<file path="src/sv/lsc_pkg.sv">
// ----------------------------------------------------------------------------
// lsc_pkg - shared types, constants and microprogram for the soft clipper
// Holds the control word layout, the step addresses and the program ROM.
// ----------------------------------------------------------------------------
package lsc_pkg;

  localparam int FRAC_BITS_DEF = 24;
  localparam int CONST_BITS    = 28;
  // Blend weight h and clip level R at 28 fraction bits
  localparam longint H_Q28 = 64'sd198396655;
  localparam longint R_Q28 = 64'sd256353870;

  localparam int STEP_W = 5;
  typedef logic [STEP_W-1:0] step_t;

  // Step addresses of the microprogram
  localparam step_t ST_WAIT = 5'd0;
  localparam step_t ST_PCHK = 5'd1;
  localparam step_t ST_PSEL = 5'd2;
  localparam step_t ST_PMH  = 5'd3;
  localparam step_t ST_PMX  = 5'd4;
  localparam step_t ST_PWB  = 5'd5;
  localparam step_t ST_PXC  = 5'd6;
  localparam step_t ST_PXM  = 5'd7;
  localparam step_t ST_PXW  = 5'd8;
  localparam step_t ST_NCHK = 5'd9;
  localparam step_t ST_NSEL = 5'd10;
  localparam step_t ST_NMH  = 5'd11;
  localparam step_t ST_NMX  = 5'd12;
  localparam step_t ST_NWB  = 5'd13;
  localparam step_t ST_NXC  = 5'd14;
  localparam step_t ST_NXM  = 5'd15;
  localparam step_t ST_NXW  = 5'd16;
  localparam step_t ST_EMIT = 5'd17;

  typedef enum logic [3:0] {
    C_ALWAYS,
    C_IN_VALID,
    C_POS,
    C_NEG,
    C_X_LT_HELD,
    C_X_GT_HELD,
    C_X_GT_R,
    C_X_LT_NR,
    C_OUT_FREE
  } cond_e;

  typedef enum logic [1:0] {
    OPND_X,
    OPND_HELD,
    OPND_RP,
    OPND_RN
  } opnd_e;

  typedef enum logic {
    DEST_HELD,
    DEST_X
  } dest_e;

  typedef struct packed {
    cond_e cond;
    step_t tgt;
    step_t nxt;
    logic  acc;
    logic  mul;
    opnd_e opa;
    opnd_e opb;
    logic  wb;
    dest_e dest;
    logic  set_pos;
    logic  set_neg;
    logic  emit;
  } uword_t;

  typedef struct packed {
    logic  ld_x;
    logic  mul;
    opnd_e opa;
    opnd_e opb;
    logic  wb;
    dest_e dest;
    logic  set_pos;
    logic  set_neg;
    logic  commit;
  } dp_ctl_t;

  typedef struct packed {
    logic pos;
    logic neg;
    logic x_lt_held;
    logic x_gt_held;
    logic x_gt_r;
    logic x_lt_nr;
  } dp_stat_t;

  // Program ROM: jump to tgt when cond holds, else go to nxt
  function automatic uword_t lsc_ucode(input step_t s);
    uword_t u;
    u = '{cond: C_ALWAYS, tgt: ST_WAIT, nxt: ST_WAIT, acc: 1'b0, mul: 1'b0,
          opa: OPND_X, opb: OPND_X, wb: 1'b0, dest: DEST_HELD,
          set_pos: 1'b0, set_neg: 1'b0, emit: 1'b0};
    unique case (s)
      ST_WAIT: begin
        u.cond = C_IN_VALID; u.tgt = ST_PCHK; u.nxt = ST_WAIT; u.acc = 1'b1;
      end
      ST_PCHK: begin
        u.cond = C_POS; u.tgt = ST_PSEL; u.nxt = ST_PXC;
      end
      ST_PSEL: begin
        u.cond = C_X_LT_HELD; u.tgt = ST_PMX; u.nxt = ST_PMH;
      end
      ST_PMH: begin
        u.tgt = ST_PWB; u.mul = 1'b1; u.opa = OPND_HELD; u.opb = OPND_RP;
      end
      ST_PMX: begin
        u.tgt = ST_PWB; u.mul = 1'b1; u.opa = OPND_RP; u.opb = OPND_X;
      end
      ST_PWB: begin
        u.tgt = ST_PXC; u.wb = 1'b1; u.dest = DEST_HELD;
      end
      ST_PXC: begin
        u.cond = C_X_GT_R; u.tgt = ST_PXM; u.nxt = ST_NCHK; u.set_pos = 1'b1;
      end
      ST_PXM: begin
        u.tgt = ST_PXW; u.mul = 1'b1; u.opa = OPND_RP; u.opb = OPND_HELD;
      end
      ST_PXW: begin
        u.tgt = ST_NCHK; u.wb = 1'b1; u.dest = DEST_X;
      end
      ST_NCHK: begin
        u.cond = C_NEG; u.tgt = ST_NSEL; u.nxt = ST_NXC;
      end
      ST_NSEL: begin
        u.cond = C_X_GT_HELD; u.tgt = ST_NMX; u.nxt = ST_NMH;
      end
      ST_NMH: begin
        u.tgt = ST_NWB; u.mul = 1'b1; u.opa = OPND_HELD; u.opb = OPND_RN;
      end
      ST_NMX: begin
        u.tgt = ST_NWB; u.mul = 1'b1; u.opa = OPND_RN; u.opb = OPND_X;
      end
      ST_NWB: begin
        u.tgt = ST_NXC; u.wb = 1'b1; u.dest = DEST_HELD;
      end
      ST_NXC: begin
        u.cond = C_X_LT_NR; u.tgt = ST_NXM; u.nxt = ST_EMIT; u.set_neg = 1'b1;
      end
      ST_NXM: begin
        u.tgt = ST_NXW; u.mul = 1'b1; u.opa = OPND_RN; u.opb = OPND_HELD;
      end
      ST_NXW: begin
        u.tgt = ST_EMIT; u.wb = 1'b1; u.dest = DEST_X;
      end
      ST_EMIT: begin
        u.cond = C_OUT_FREE; u.tgt = ST_WAIT; u.nxt = ST_EMIT; u.emit = 1'b1;
      end
      default: begin
        u.cond = C_ALWAYS; u.tgt = ST_WAIT;
      end
    endcase
    return u;
  endfunction

endpackage

</file>
<file path="src/sv/lsc_dp.sv">
// ----------------------------------------------------------------------------
// lsc_dp - clipper datapath
// Clamp, operand select, one shared blend multiplier, rounding write-back.
// ----------------------------------------------------------------------------
module lsc_dp #(
  parameter int FRAC_BITS = lsc_pkg::FRAC_BITS_DEF
) (
  input  logic                        clk_i,
  input  logic                        rst_ni,
  input  lsc_pkg::dp_ctl_t            ctl_i,
  input  logic signed [31:0]          sample_i,
  output lsc_pkg::dp_stat_t           stat_o,
  output logic signed [FRAC_BITS+2:0] held_sat_o
);
  import lsc_pkg::*;

  localparam int W   = FRAC_BITS + 4;
  localparam int PW  = W + FRAC_BITS + 2;
  localparam int CSH = CONST_BITS - FRAC_BITS;
  localparam longint CHALF = (longint'(1) << CSH) >>> 1;
  localparam longint H_L   = (H_Q28 + CHALF) >>> CSH;
  localparam longint R_L   = (R_Q28 + CHALF) >>> CSH;
  localparam logic signed [W-1:0]       LIM_W  = W'(longint'(1) << (FRAC_BITS + 2));
  localparam logic signed [32:0]        LIM_IN = 33'(longint'(1) << (FRAC_BITS + 2));
  localparam logic signed [W-1:0]       R_W    = W'(R_L);
  localparam logic signed [W-1:0]       RN_W   = W'(-R_L);
  localparam logic signed [FRAC_BITS:0] H_S    = (FRAC_BITS + 1)'(H_L);
  localparam logic signed [PW-1:0]      RND    = PW'(longint'(1) << (FRAC_BITS - 1));

  logic signed [W-1:0]  x_q, held_q, base_q;
  logic                 pos_q, neg_q;
  logic signed [PW-1:0] prod_q;

  logic signed [32:0]   s_ext;
  logic signed [W-1:0]  x_clamp, op_a, op_b, wb_val;
  logic signed [W:0]    diff;
  logic signed [PW-1:0] prod_d, rsum, rsh;

  // clamp to +/-4.0
  always_comb begin
    s_ext = $signed({sample_i[31], sample_i});
    if (s_ext > LIM_IN) begin
      x_clamp = LIM_W;
    end else if (s_ext < -LIM_IN) begin
      x_clamp = -LIM_W;
    end else begin
      x_clamp = s_ext[W-1:0];
    end
  end

  always_comb begin
    unique case (ctl_i.opa)
      OPND_X:    op_a = x_q;
      OPND_HELD: op_a = held_q;
      OPND_RP:   op_a = R_W;
      OPND_RN:   op_a = RN_W;
      default:   op_a = x_q;
    endcase
    unique case (ctl_i.opb)
      OPND_X:    op_b = x_q;
      OPND_HELD: op_b = held_q;
      OPND_RP:   op_b = R_W;
      OPND_RN:   op_b = RN_W;
      default:   op_b = x_q;
    endcase
  end

  // blend(a, b) = b + round((a - b) * h)
  assign diff   = $signed({op_a[W-1], op_a}) - $signed({op_b[W-1], op_b});
  assign prod_d = PW'(diff) * PW'(H_S);
  assign rsum   = prod_q + RND;
  assign rsh    = rsum >>> FRAC_BITS;
  assign wb_val = base_q + rsh[W-1:0];

  always_ff @(posedge clk_i) begin
    if (ctl_i.mul) begin
      prod_q <= prod_d;
      base_q <= op_b;
    end
    if (ctl_i.ld_x) begin
      x_q <= x_clamp;
    end else if (ctl_i.wb && ctl_i.dest == DEST_X) begin
      x_q <= wb_val;
    end
  end

  always_ff @(posedge clk_i or negedge rst_ni) begin
    if (!rst_ni) begin
      held_q <= '0;
      pos_q  <= 1'b0;
      neg_q  <= 1'b0;
    end else begin
      if (ctl_i.commit) begin
        held_q <= x_q;
      end else if (ctl_i.wb && ctl_i.dest == DEST_HELD) begin
        held_q <= wb_val;
      end
      if (ctl_i.set_pos) begin
        pos_q <= (x_q > R_W);
      end
      if (ctl_i.set_neg) begin
        neg_q <= (x_q < RN_W);
      end
    end
  end

  assign stat_o = '{pos: pos_q, neg: neg_q,
                    x_lt_held: (x_q < held_q), x_gt_held: (x_q > held_q),
                    x_gt_r: (x_q > R_W), x_lt_nr: (x_q < RN_W)};

  // only a held value of exactly +4.0 needs saturating
  assign held_sat_o = (held_q >= LIM_W) ? {1'b0, {(FRAC_BITS + 2){1'b1}}}
                                        : held_q[FRAC_BITS+2:0];

  a_wb_in_range: assert property (@(posedge clk_i) disable iff (!rst_ni)
    ctl_i.wb |-> (wb_val <= LIM_W && wb_val >= -LIM_W))
    else $error("blend result outside +/-4.0");

  a_commit_moves_x: assert property (@(posedge clk_i) disable iff (!rst_ni)
    ctl_i.commit |=> (held_q == $past(x_q)))
    else $error("held sample not taken from processed sample");

endmodule

</file>
<file path="src/sv/lsc_seq.sv">
// ----------------------------------------------------------------------------
// lsc_seq - microcode sequencer
// Step counter over the program ROM with conditional jumps.
// ----------------------------------------------------------------------------
module lsc_seq (
  input  logic              clk_i,
  input  logic              rst_ni,
  input  logic              in_valid_i,
  input  logic              out_free_i,
  input  lsc_pkg::dp_stat_t stat_i,
  output logic              in_ready_o,
  output lsc_pkg::dp_ctl_t  ctl_o
);
  import lsc_pkg::*;

  step_t  step_q, step_d;
  uword_t uw;
  logic   take;

  assign uw = lsc_ucode(step_q);

  always_comb begin
    unique case (uw.cond)
      C_ALWAYS:    take = 1'b1;
      C_IN_VALID:  take = in_valid_i;
      C_POS:       take = stat_i.pos;
      C_NEG:       take = stat_i.neg;
      C_X_LT_HELD: take = stat_i.x_lt_held;
      C_X_GT_HELD: take = stat_i.x_gt_held;
      C_X_GT_R:    take = stat_i.x_gt_r;
      C_X_LT_NR:   take = stat_i.x_lt_nr;
      C_OUT_FREE:  take = out_free_i;
      default:     take = 1'b1;
    endcase
    step_d = take ? uw.tgt : uw.nxt;
  end

  always_ff @(posedge clk_i or negedge rst_ni) begin
    if (!rst_ni) begin
      step_q <= ST_WAIT;
    end else begin
      step_q <= step_d;
    end
  end

  assign in_ready_o = uw.acc;
  assign ctl_o = '{ld_x: uw.acc & in_valid_i, mul: uw.mul, opa: uw.opa, opb: uw.opb,
                   wb: uw.wb, dest: uw.dest, set_pos: uw.set_pos,
                   set_neg: uw.set_neg, commit: uw.emit & out_free_i};

  a_mul_then_wb: assert property (@(posedge clk_i) disable iff (!rst_ni)
    uw.mul |=> uw.wb)
    else $error("multiply step not followed by write-back");

endmodule

</file>
<file path="src/sv/lookahead_soft_clipper.sv">
// ----------------------------------------------------------------------------
// lookahead_soft_clipper - one-sample lookahead soft clipper
// Clamps each sample to +/-4.0, softens crossings of the clip level by
// blending with the neighbouring sample, and emits the held sample one
// beat late, saturated to +/-4.0.
// ----------------------------------------------------------------------------
//
//  channel | direction | handshake                 | payload
//  --------+-----------+---------------------------+------------------------
//  in      | sink      | in_valid_i / in_ready_o   | sample_in_i  (32 b, s)
//  out     | source    | out_valid_o / out_ready_i | sample_out_o (F+3 b, s)
//
//  Steps: the microprogram visits six fixed steps (accept, four checks, emit);
//    a pending-flag blend adds three (select, multiply, round and write back)
//    and a crossing blend adds two (multiply, round and write back) on the
//    single shared multiplier. The two flags never both set, and a positive
//    crossing never leads into a negative one, so at most one blend of each
//    kind runs per beat.
//  Reset: asynchronous, active low; held sample and clip flags clear, so the
//    first output beat is zero.
//  Stalls: the output register holds the result while the next input beat
//    is accepted and processed; the sequencer holds at its emit step only
//    while that register is still full and not being taken.
//
module lookahead_soft_clipper #(
  parameter int FRAC_BITS = lsc_pkg::FRAC_BITS_DEF
) (
  input  logic                        clk_i,
  input  logic                        rst_ni,
  input  logic                        in_valid_i,
  output logic                        in_ready_o,
  input  logic signed [31:0]          sample_in_i,
  output logic                        out_valid_o,
  input  logic                        out_ready_i,
  output logic signed [FRAC_BITS+2:0] sample_out_o
);
  import lsc_pkg::*;

  dp_ctl_t                     ctl;
  dp_stat_t                    stat;
  logic signed [FRAC_BITS+2:0] held_sat;
  logic signed [FRAC_BITS+2:0] out_q;
  logic                        out_valid_q;
  logic                        out_free;

  // output register may be refilled in the cycle it drains
  assign out_free = !out_valid_q || out_ready_i;

  lsc_seq u_seq (
    .clk_i      (clk_i),
    .rst_ni     (rst_ni),
    .in_valid_i (in_valid_i),
    .out_free_i (out_free),
    .stat_i     (stat),
    .in_ready_o (in_ready_o),
    .ctl_o      (ctl)
  );

  lsc_dp #(
    .FRAC_BITS (FRAC_BITS)
  ) u_dp (
    .clk_i      (clk_i),
    .rst_ni     (rst_ni),
    .ctl_i      (ctl),
    .sample_i   (sample_in_i),
    .stat_o     (stat),
    .held_sat_o (held_sat)
  );

  // hold the result until the sink takes it
  always_ff @(posedge clk_i or negedge rst_ni) begin
    if (!rst_ni) begin
      out_valid_q <= 1'b0;
    end else if (ctl.commit) begin
      out_valid_q <= 1'b1;
    end else if (out_ready_i) begin
      out_valid_q <= 1'b0;
    end
  end

  always_ff @(posedge clk_i) begin
    if (ctl.commit) begin
      out_q <= held_sat;
    end
  end

  assign out_valid_o  = out_valid_q;
  assign sample_out_o = out_q;

  a_one_beat_in_flight: assert property (@(posedge clk_i) disable iff (!rst_ni)
    (in_valid_i && in_ready_o) |=> !in_ready_o)
    else $error("second beat accepted while one is in progress");

  a_commit_only_when_free: assert property (@(posedge clk_i) disable iff (!rst_ni)
    ctl.commit |-> (!out_valid_q || out_ready_i))
    else $error("result written over an untaken output beat");

endmodule

</file>
<file path="config.mk">
export PLATFORM = sky130hd
export DESIGN_NAME = lookahead_soft_clipper
export DESIGN_NICKNAME = d
export VERILOG_FILES = /design/src/sv/lsc_pkg.sv /design/src/sv/lsc_dp.sv /design/src/sv/lsc_seq.sv /design/src/sv/lookahead_soft_clipper.sv
export SDC_FILE = /design/constraint.sdc
export NUM_CORES = 1
export LEC_CHECK = 0
export BUFFER_PORTS_ARGS = -buffer_cell sky130_fd_sc_hd__buf_2
export CAP_MARGIN = 20
export CORE_UTILIZATION = 55
export DETAILED_ROUTE_END_ITERATION = 8
export GPL_ROUTABILITY_DRIVEN = 0
export HOLD_SLACK_MARGIN = 0.02
export PLACE_DENSITY = 0.71
export SYNTH_ARGS = -nofsm -noshare
export SYNTH_HDL_FRONTEND = slang
export SYNTH_SLANG_ARGS = --single-unit
</file>
<file path="constraint.sdc">
create_clock -name clk_i -period 10.6 [get_ports clk_i]
set_input_delay 2.12 -clock clk_i [delete_from_list [all_inputs] [get_ports clk_i]]
set_output_delay 2.12 -clock clk_i [all_outputs]
set_load 0.03 [all_outputs]
</file>
==> run metrics, run 1 <==
worst skew pair latency=450 ps; clk root buf=clkbuf_16; DRC=0; Worst Setup Start Kind=flop; post-route met1 wirelength=roughly 25000 um; clock sinks=roughly 150; R2R depth=40; crit path from=u_seq.step_q[1]; Die Footprint=roughly 44000 um2; Tcrit/Tclk final=between 90% and 100%; drt via density=5.743; Tot GR Track Use=29.53%; H-tree depth=4; dpl cell area=~25000 um2; MaxCap Viol Count=0; CTS tree=built; initial antenna violation count=0; Core ar.=between 40000 and 50000 um2; syn_nets=3109; Die H=209.3 um; leading cell types in the layout, fill and taps excluded=553 x inv_1, 342 x fa_1, 328 x ha_1; hold path depth=2; HPWL after DPL=53010 um; Cells after Synth=2397; synthesis-stage register bit count=148; worst slew pin tran=around 1000 ps; Syn Std Cell Area=23640 um2; commonest non-fill, non-tap cell in the layout=inv_1; Mapped Avg Cell Area=approximately 9.9 um2; io pins=65; CP most frequent cell=fa_1; Yosys warnings=0; first-pass GRT wire length=98180 um; Iteration-0 DRC Markers=1321; status=completed; delay-heaviest family, CP=adder cells; fmax=a little under 0.1 GHz; minimum clock period=10250 ps; Synth cell types=between 80 and 90; vias in the first global route=18450; worst slack at placement=roughly 2 ps; CP peak stage delay=a little over 600 ps; relative slew slack=a little over 30%; cts bufs inserted=17; Worst Setup EP=u_dp.prod_q[51]; RR Startpoint=u_seq.step_q[1]; Max Slew Vio Count=0; post-synthesis async set-or-reset flop share=24.32%; Hold Violations, Final=0; Slowest cell on crit path=or4_1; Buf/Inv on CP=5; post-route ant nets=0; Buffers on Ports=64; crit end category=flop; row count=75; wire length on met2=29860 um; fin worst setup slack=346.0 ps; crit-path max FO=11; number of synthesized flops with an enable pin=112; Setup Viol. Count Final=0; Die X=209.3 um; leading register cell type out of synthesis=edfxtp_1; Required @ worst endpoint=10780 ps; Reg clk slew, reported paths=60 ps; Hold WC Path Type=reg -> reg; flop-to-flop setup slack=roughly 350 ps; CTS Buffer Depth=2; post-route cell area=~26000 um2; RR Endpoint=u_dp.prod_q[51]; final antenna diode count=0; met3 WL=3802 um; Crit Path Class=reg -> reg; synthesis-to-finish area growth=8.981%; share of layout cells above drive strength 1=9.454%; global route total overflow=0; largest net degree at the start of global routing=58; DRT Pass-1 Iters=8; Levels on crit path=40; starting density of the core=56.11%; worst path arrival time=approximately 10000 ps; register area share after synthesis=18.04%; drt wl/cell=20.37 um; fin nets=3206; Clock Skews=8.716 ps; Top Layer Used=met4; Routed Wire Length=62040 um; vias after detailed routing=17490
-- stage by stage --
stage	TNS [ps]	cells	utilization (%)	hold WS [ps]
after global routing	-75.88	3046	61.15	503.8
after detailed placement	0	3004	59.22	462.7
after global placement	0	3003	59.16	465.3
after CTS	0	3036	60.56	480.5
after floorplan	0	2397	-	438.5
final	0	3046	61.15	480.5
-- how the worst min path moves through the flow --
| stage | startpoint | end | slack, ps |
|---|---|---|---|
| finish | u_dp.neg_q | u_dp.neg_q | 480 |
| global route | u_dp.neg_q | u_dp.neg_q | 500 |
| CTS | u_dp.neg_q | u_dp.neg_q | 480 |
| detailed placement | u_dp.neg_q | u_dp.neg_q | 460 |
| global placement | u_dp.neg_q | u_dp.neg_q | 470 |
| floorplan | u_dp.neg_q | u_dp.neg_q | 440 |
-- cell families (layout without fill, tap and decap cells) --
kind of cell	after synthesis	in the layout	share of synthesized area (%)
AO/OA/AOI/OAI	421	421	12.19
XOR/XNOR	129	129	5.012
adder cells (fa/ha/maj)	677	677	46.68
buffers and inverters	608	718	9.658
flip-flops	148	148	18.04
multiplexers	2	2	0.09525
AND/OR/NAND/NOR	412	412	8.325
-- layer usage --
layer | global-route usage (%) | vias to the layer above
met3 | 4.100 | 182
met1 | 37.47 | 8610
met2 | 49.98 | 679
li1 | - | 8022
met5 | 0 | -
met4 | 14.10 | 0
-- Yosys cell counts, drive strengths merged, types with 3 or more instances --
cell / number / area, um2
nor3: 17 / 85.08
o21ai: 74 / 377.9
o22ai: 16 / 100.1
a211oi: 3 / 22.52
and4: 6 / 52.55
nor2b: 15 / 93.84
o21bai: 10 / 78.82
xnor2: 88 / 793.3
a22o: 24 / 210.2
a31oi: 17 / 151.4
a21oi: 113 / 573.1
clkbuf: 43 / 161.4
nand2b: 14 / 87.58
o31ai: 9 / 86.33
dfrtp: 36 / 900.9
a21o: 54 / 405.4
nor2: 73 / 274.0
nand4b: 3 / 26.28
or3: 6 / 37.54
or4: 5 / 37.54
and2: 6 / 37.54
nand2: 167 / 626.9
edfxtp: 112 / 3363
fa: 342 / 6847
nor4: 11 / 75.07
o21a: 40 / 300.3
inv: 561 / 2106
ha: 334 / 4179
xor2: 40 / 369.1
or2: 6 / 37.54
nand4: 24 / 150.1
a2111oi: 3 / 51.30
a21boi: 3 / 33.78
o31a: 3 / 35.04
a221oi: 4 / 41.29
nand3: 37 / 190.2
o211ai: 7 / 62.56
a22oi: 26 / 195.2
buf: 4 / 16.26
and3: 15 / 93.84
-- tightest hold or removal path, cell delays in order, from the launching register on --
cell and delay, ps:
dfrtp_1 340, nand2_1 50, nand2_1 50
-- flip-flops by register name, indices dropped and copies added (netlist names) --
signal,count
u_dp.x_q,28
u_dp.pos_q,1
u_dp.base_q,28
u_dp.held_q,28
u_seq.step_q,5
sample_out_o,27
out_valid_o,1
u_dp.neg_q,1
u_dp.prod_q,29
-- timing repair --
item	4_1_cts	5_1_grt
hold buffers	0	0
pin swaps	0	12
resized for setup	2	39
setup buffers	0	9
setup endpoints to repair	4	24
cloned	0	0
-- layout make-up --
| class | count | area (um2) |
|---|---|---|
| multi-input combinational | 1641 | 17350 |
| fill | 3449 | 16370 |
| sequential | 148 | 4267 |
| inverter | 561 | 2115 |
| timing repair buffer | 125 | 805.8 |
| tap | 539 | 674.4 |
| clock buffer | 21 | 450.4 |
| clock inverter | 11 | 102.6 |
Power of run 1 is not shown: default switching activity piles up to over one toggle a cycle in this logic, so the estimate is an artifact.
==> inputs of run 2 (changes only) <==
--- a/config.mk
+++ b/config.mk
@@ -12,6 +12,7 @@
 export GPL_ROUTABILITY_DRIVEN = 0
 export HOLD_SLACK_MARGIN = 0.02
 export PLACE_DENSITY = 0.71
+export REMOVE_ABC_BUFFERS = 1
 export SYNTH_ARGS = -nofsm -noshare
 export SYNTH_HDL_FRONTEND = slang
 export SYNTH_SLANG_ARGS = --single-unit
==> run metrics, run 2 (same netlist as run 1, synthesis figures left out) <==
status=completed (unchanged); clk root buf=clkbuf_16 (unchanged); synthesis-to-finish area growth=8.621% (was 8.981%); Max Slew Vio Count=0 (unchanged); dpl cell area=24940 um2 (was 24950 um2); Buffers on Ports=64 (unchanged); most flop-heavy register=u_dp.prod_q (unchanged); post-route cell area=25680 um2 (was 25770 um2); io pins=65 (unchanged); met2 usage in global routing=50.99% (was 49.98%); Layout Utilization=60.95% (was 61.15%); DRT Pass-1 Iters=6 (was 8); worst skew pair latency=450 ps (about the same); fin nets=3213 (was 3206); Required @ worst endpoint=10790 ps (was 10780 ps); CP peak stage delay=590 ps (was 610 ps); relative slew slack=29.12% (was 30.59%); Routed Wire Length=62650 um (was 62040 um); minimum clock period=10380 ps (was 10250 ps); CTS tree=built (unchanged); Core ar.=42130 um2 (unchanged); clock sinks=148 (unchanged); Clock Skews=9.443 ps (was 8.716 ps); Slowest cell on crit path=fa_1 (was or4_1); met3 usage=4.983% (was 4.100%); Tot GR Track Use=29.88% (was 29.53%); crit-path max FO=12 (was 11); worst slew pin tran=1061 ps (was 1039 ps); drt wl/cell=20.52 um (was 20.37 um); hold_buf cts=0 (unchanged); HPWL after DPL=53010 um (about the same); hold path depth=2 (unchanged); MaxCap Viol Count=0 (unchanged); fmax=0.09634 GHz (was 0.09752 GHz); RSZ-0062 raised after global routing=true; vias after detailed routing=17670 (was 17490); RR Startpoint=u_seq.step_q[0] (was u_seq.step_q[1]); RR Endpoint=u_dp.prod_q[51] (unchanged); grt met1 use=37.86% (was 37.47%); crit end category=flop (unchanged); leading cell types in the layout, fill and taps excluded=554 x inv_1, 341 x fa_1, 329 x ha_1 (was 553 x inv_1, 342 x fa_1, 328 x ha_1); final antenna diode count=0 (unchanged); vias in the first global route=18630 (was 18450); Tcrit/Tclk final=97.92% (was 96.74%); flop-to-flop setup slack=220 ps (was 350 ps); CP most frequent cell=fa_1 (unchanged); H-tree depth=4 (unchanged); DRC=0 (unchanged); first-pass GRT wire length=99790 um (was 98180 um); drt via density=5.787 (was 5.743); starting density of the core=56.11% (unchanged); placed cell count=3012 (was 3004); hold_sp=u_dp.neg_q (unchanged); Reg clk slew, reported paths=60 ps (about the same); worst path arrival time=10570 ps (was 10430 ps); cts bufs inserted=17 (unchanged); initial antenna violation count=0 (unchanged); commonest non-fill, non-tap cell in the layout=inv_1 (unchanged); CTS Buffer Depth=2 (unchanged); share of layout cells above drive strength 1=9.149% (was 9.454%); Die H=209.3 um (unchanged); max reg flops=29 (unchanged); Hold Violations, Final=0 (unchanged); Die X=209.3 um (unchanged); Die Footprint=43820 um2 (unchanged); post-route ant nets=0 (unchanged); WHS Endpoint=u_dp.neg_q (unchanged); GRT busiest layer=met2 (unchanged); largest net degree at the start of global routing=58 (unchanged); fin cells=3053 (was 3046); Hold WS=486.8 ps (was 480.5 ps); global route total overflow=0 (unchanged); row count=75 (unchanged); Crit Path Class=reg -> reg (unchanged); Iteration-0 DRC Markers=1430 (was 1321); Worst Setup Start Kind=flop (unchanged); R2R depth=37 (was 40); Setup Viol. Count Final=0 (unchanged); Hold WC Path Type=reg -> reg (unchanged)
## run 2: layout make-up
cell class / instances / area, um2
multi-input cells: 1641 / 17260
fillers: 3513 / 16450
flip-flops and latches: 148 / 4267
inverters: 561 / 2106
repair buffers: 132 / 847.1
well taps: 539 / 674.4
clock buffers: 23 / 478.0
clock inverters: 9 / 53.80
## run 2: layer usage
metal	routed length [um]	vias up
met5	0	-
met4	2525	0
met3	4430	165
met2	30600	747
met1	25090	8702
li1	-	8054
## run 2: worst max-delay path by stage
stage	to	from	slack, ps	cells after the start
2_1_floorplan	u_dp.prod_q[51]	u_seq.step_q[0]	-310	38
3_3_place_gp	u_dp.prod_q[51]	u_seq.step_q[0]	170	42
3_5_place_dp	u_dp.prod_q[51]	u_seq.step_q[0]	-60	42
4_1_cts	u_dp.prod_q[51]	u_seq.step_q[0]	8	40
5_1_grt	u_dp.prod_q[51]	u_seq.step_q[1]	-70	39
6_report	u_dp.prod_q[51]	u_seq.step_q[0]	220	37
## run 2: stage by stage
step	setup WS [ps]	TNS, ps
detailed placement	-60.13	-60.13
global route	-72.04	-88.78
global placement	174.2	0
floorplan	-307.6	-986.6
finish	220.0	0
CTS	7.781	0
## run 2: worst max-delay path, delay by kind of cell (launching register included)
kind	cells	cell delay (ps)
xor+xnor	2	570
simple gates	6	1650
flops	1	460
buf+inv	6	880
compound gates	14	2570
fa+ha+maj	9	3990
## run 2: repair_timing
item,4_1_cts,5_1_grt
resized for setup,1,34
endpoints found under the setup margin,3,17
pin swaps,0,7
buffers inserted,0,8
Power of run 2 is left out for the same reason.
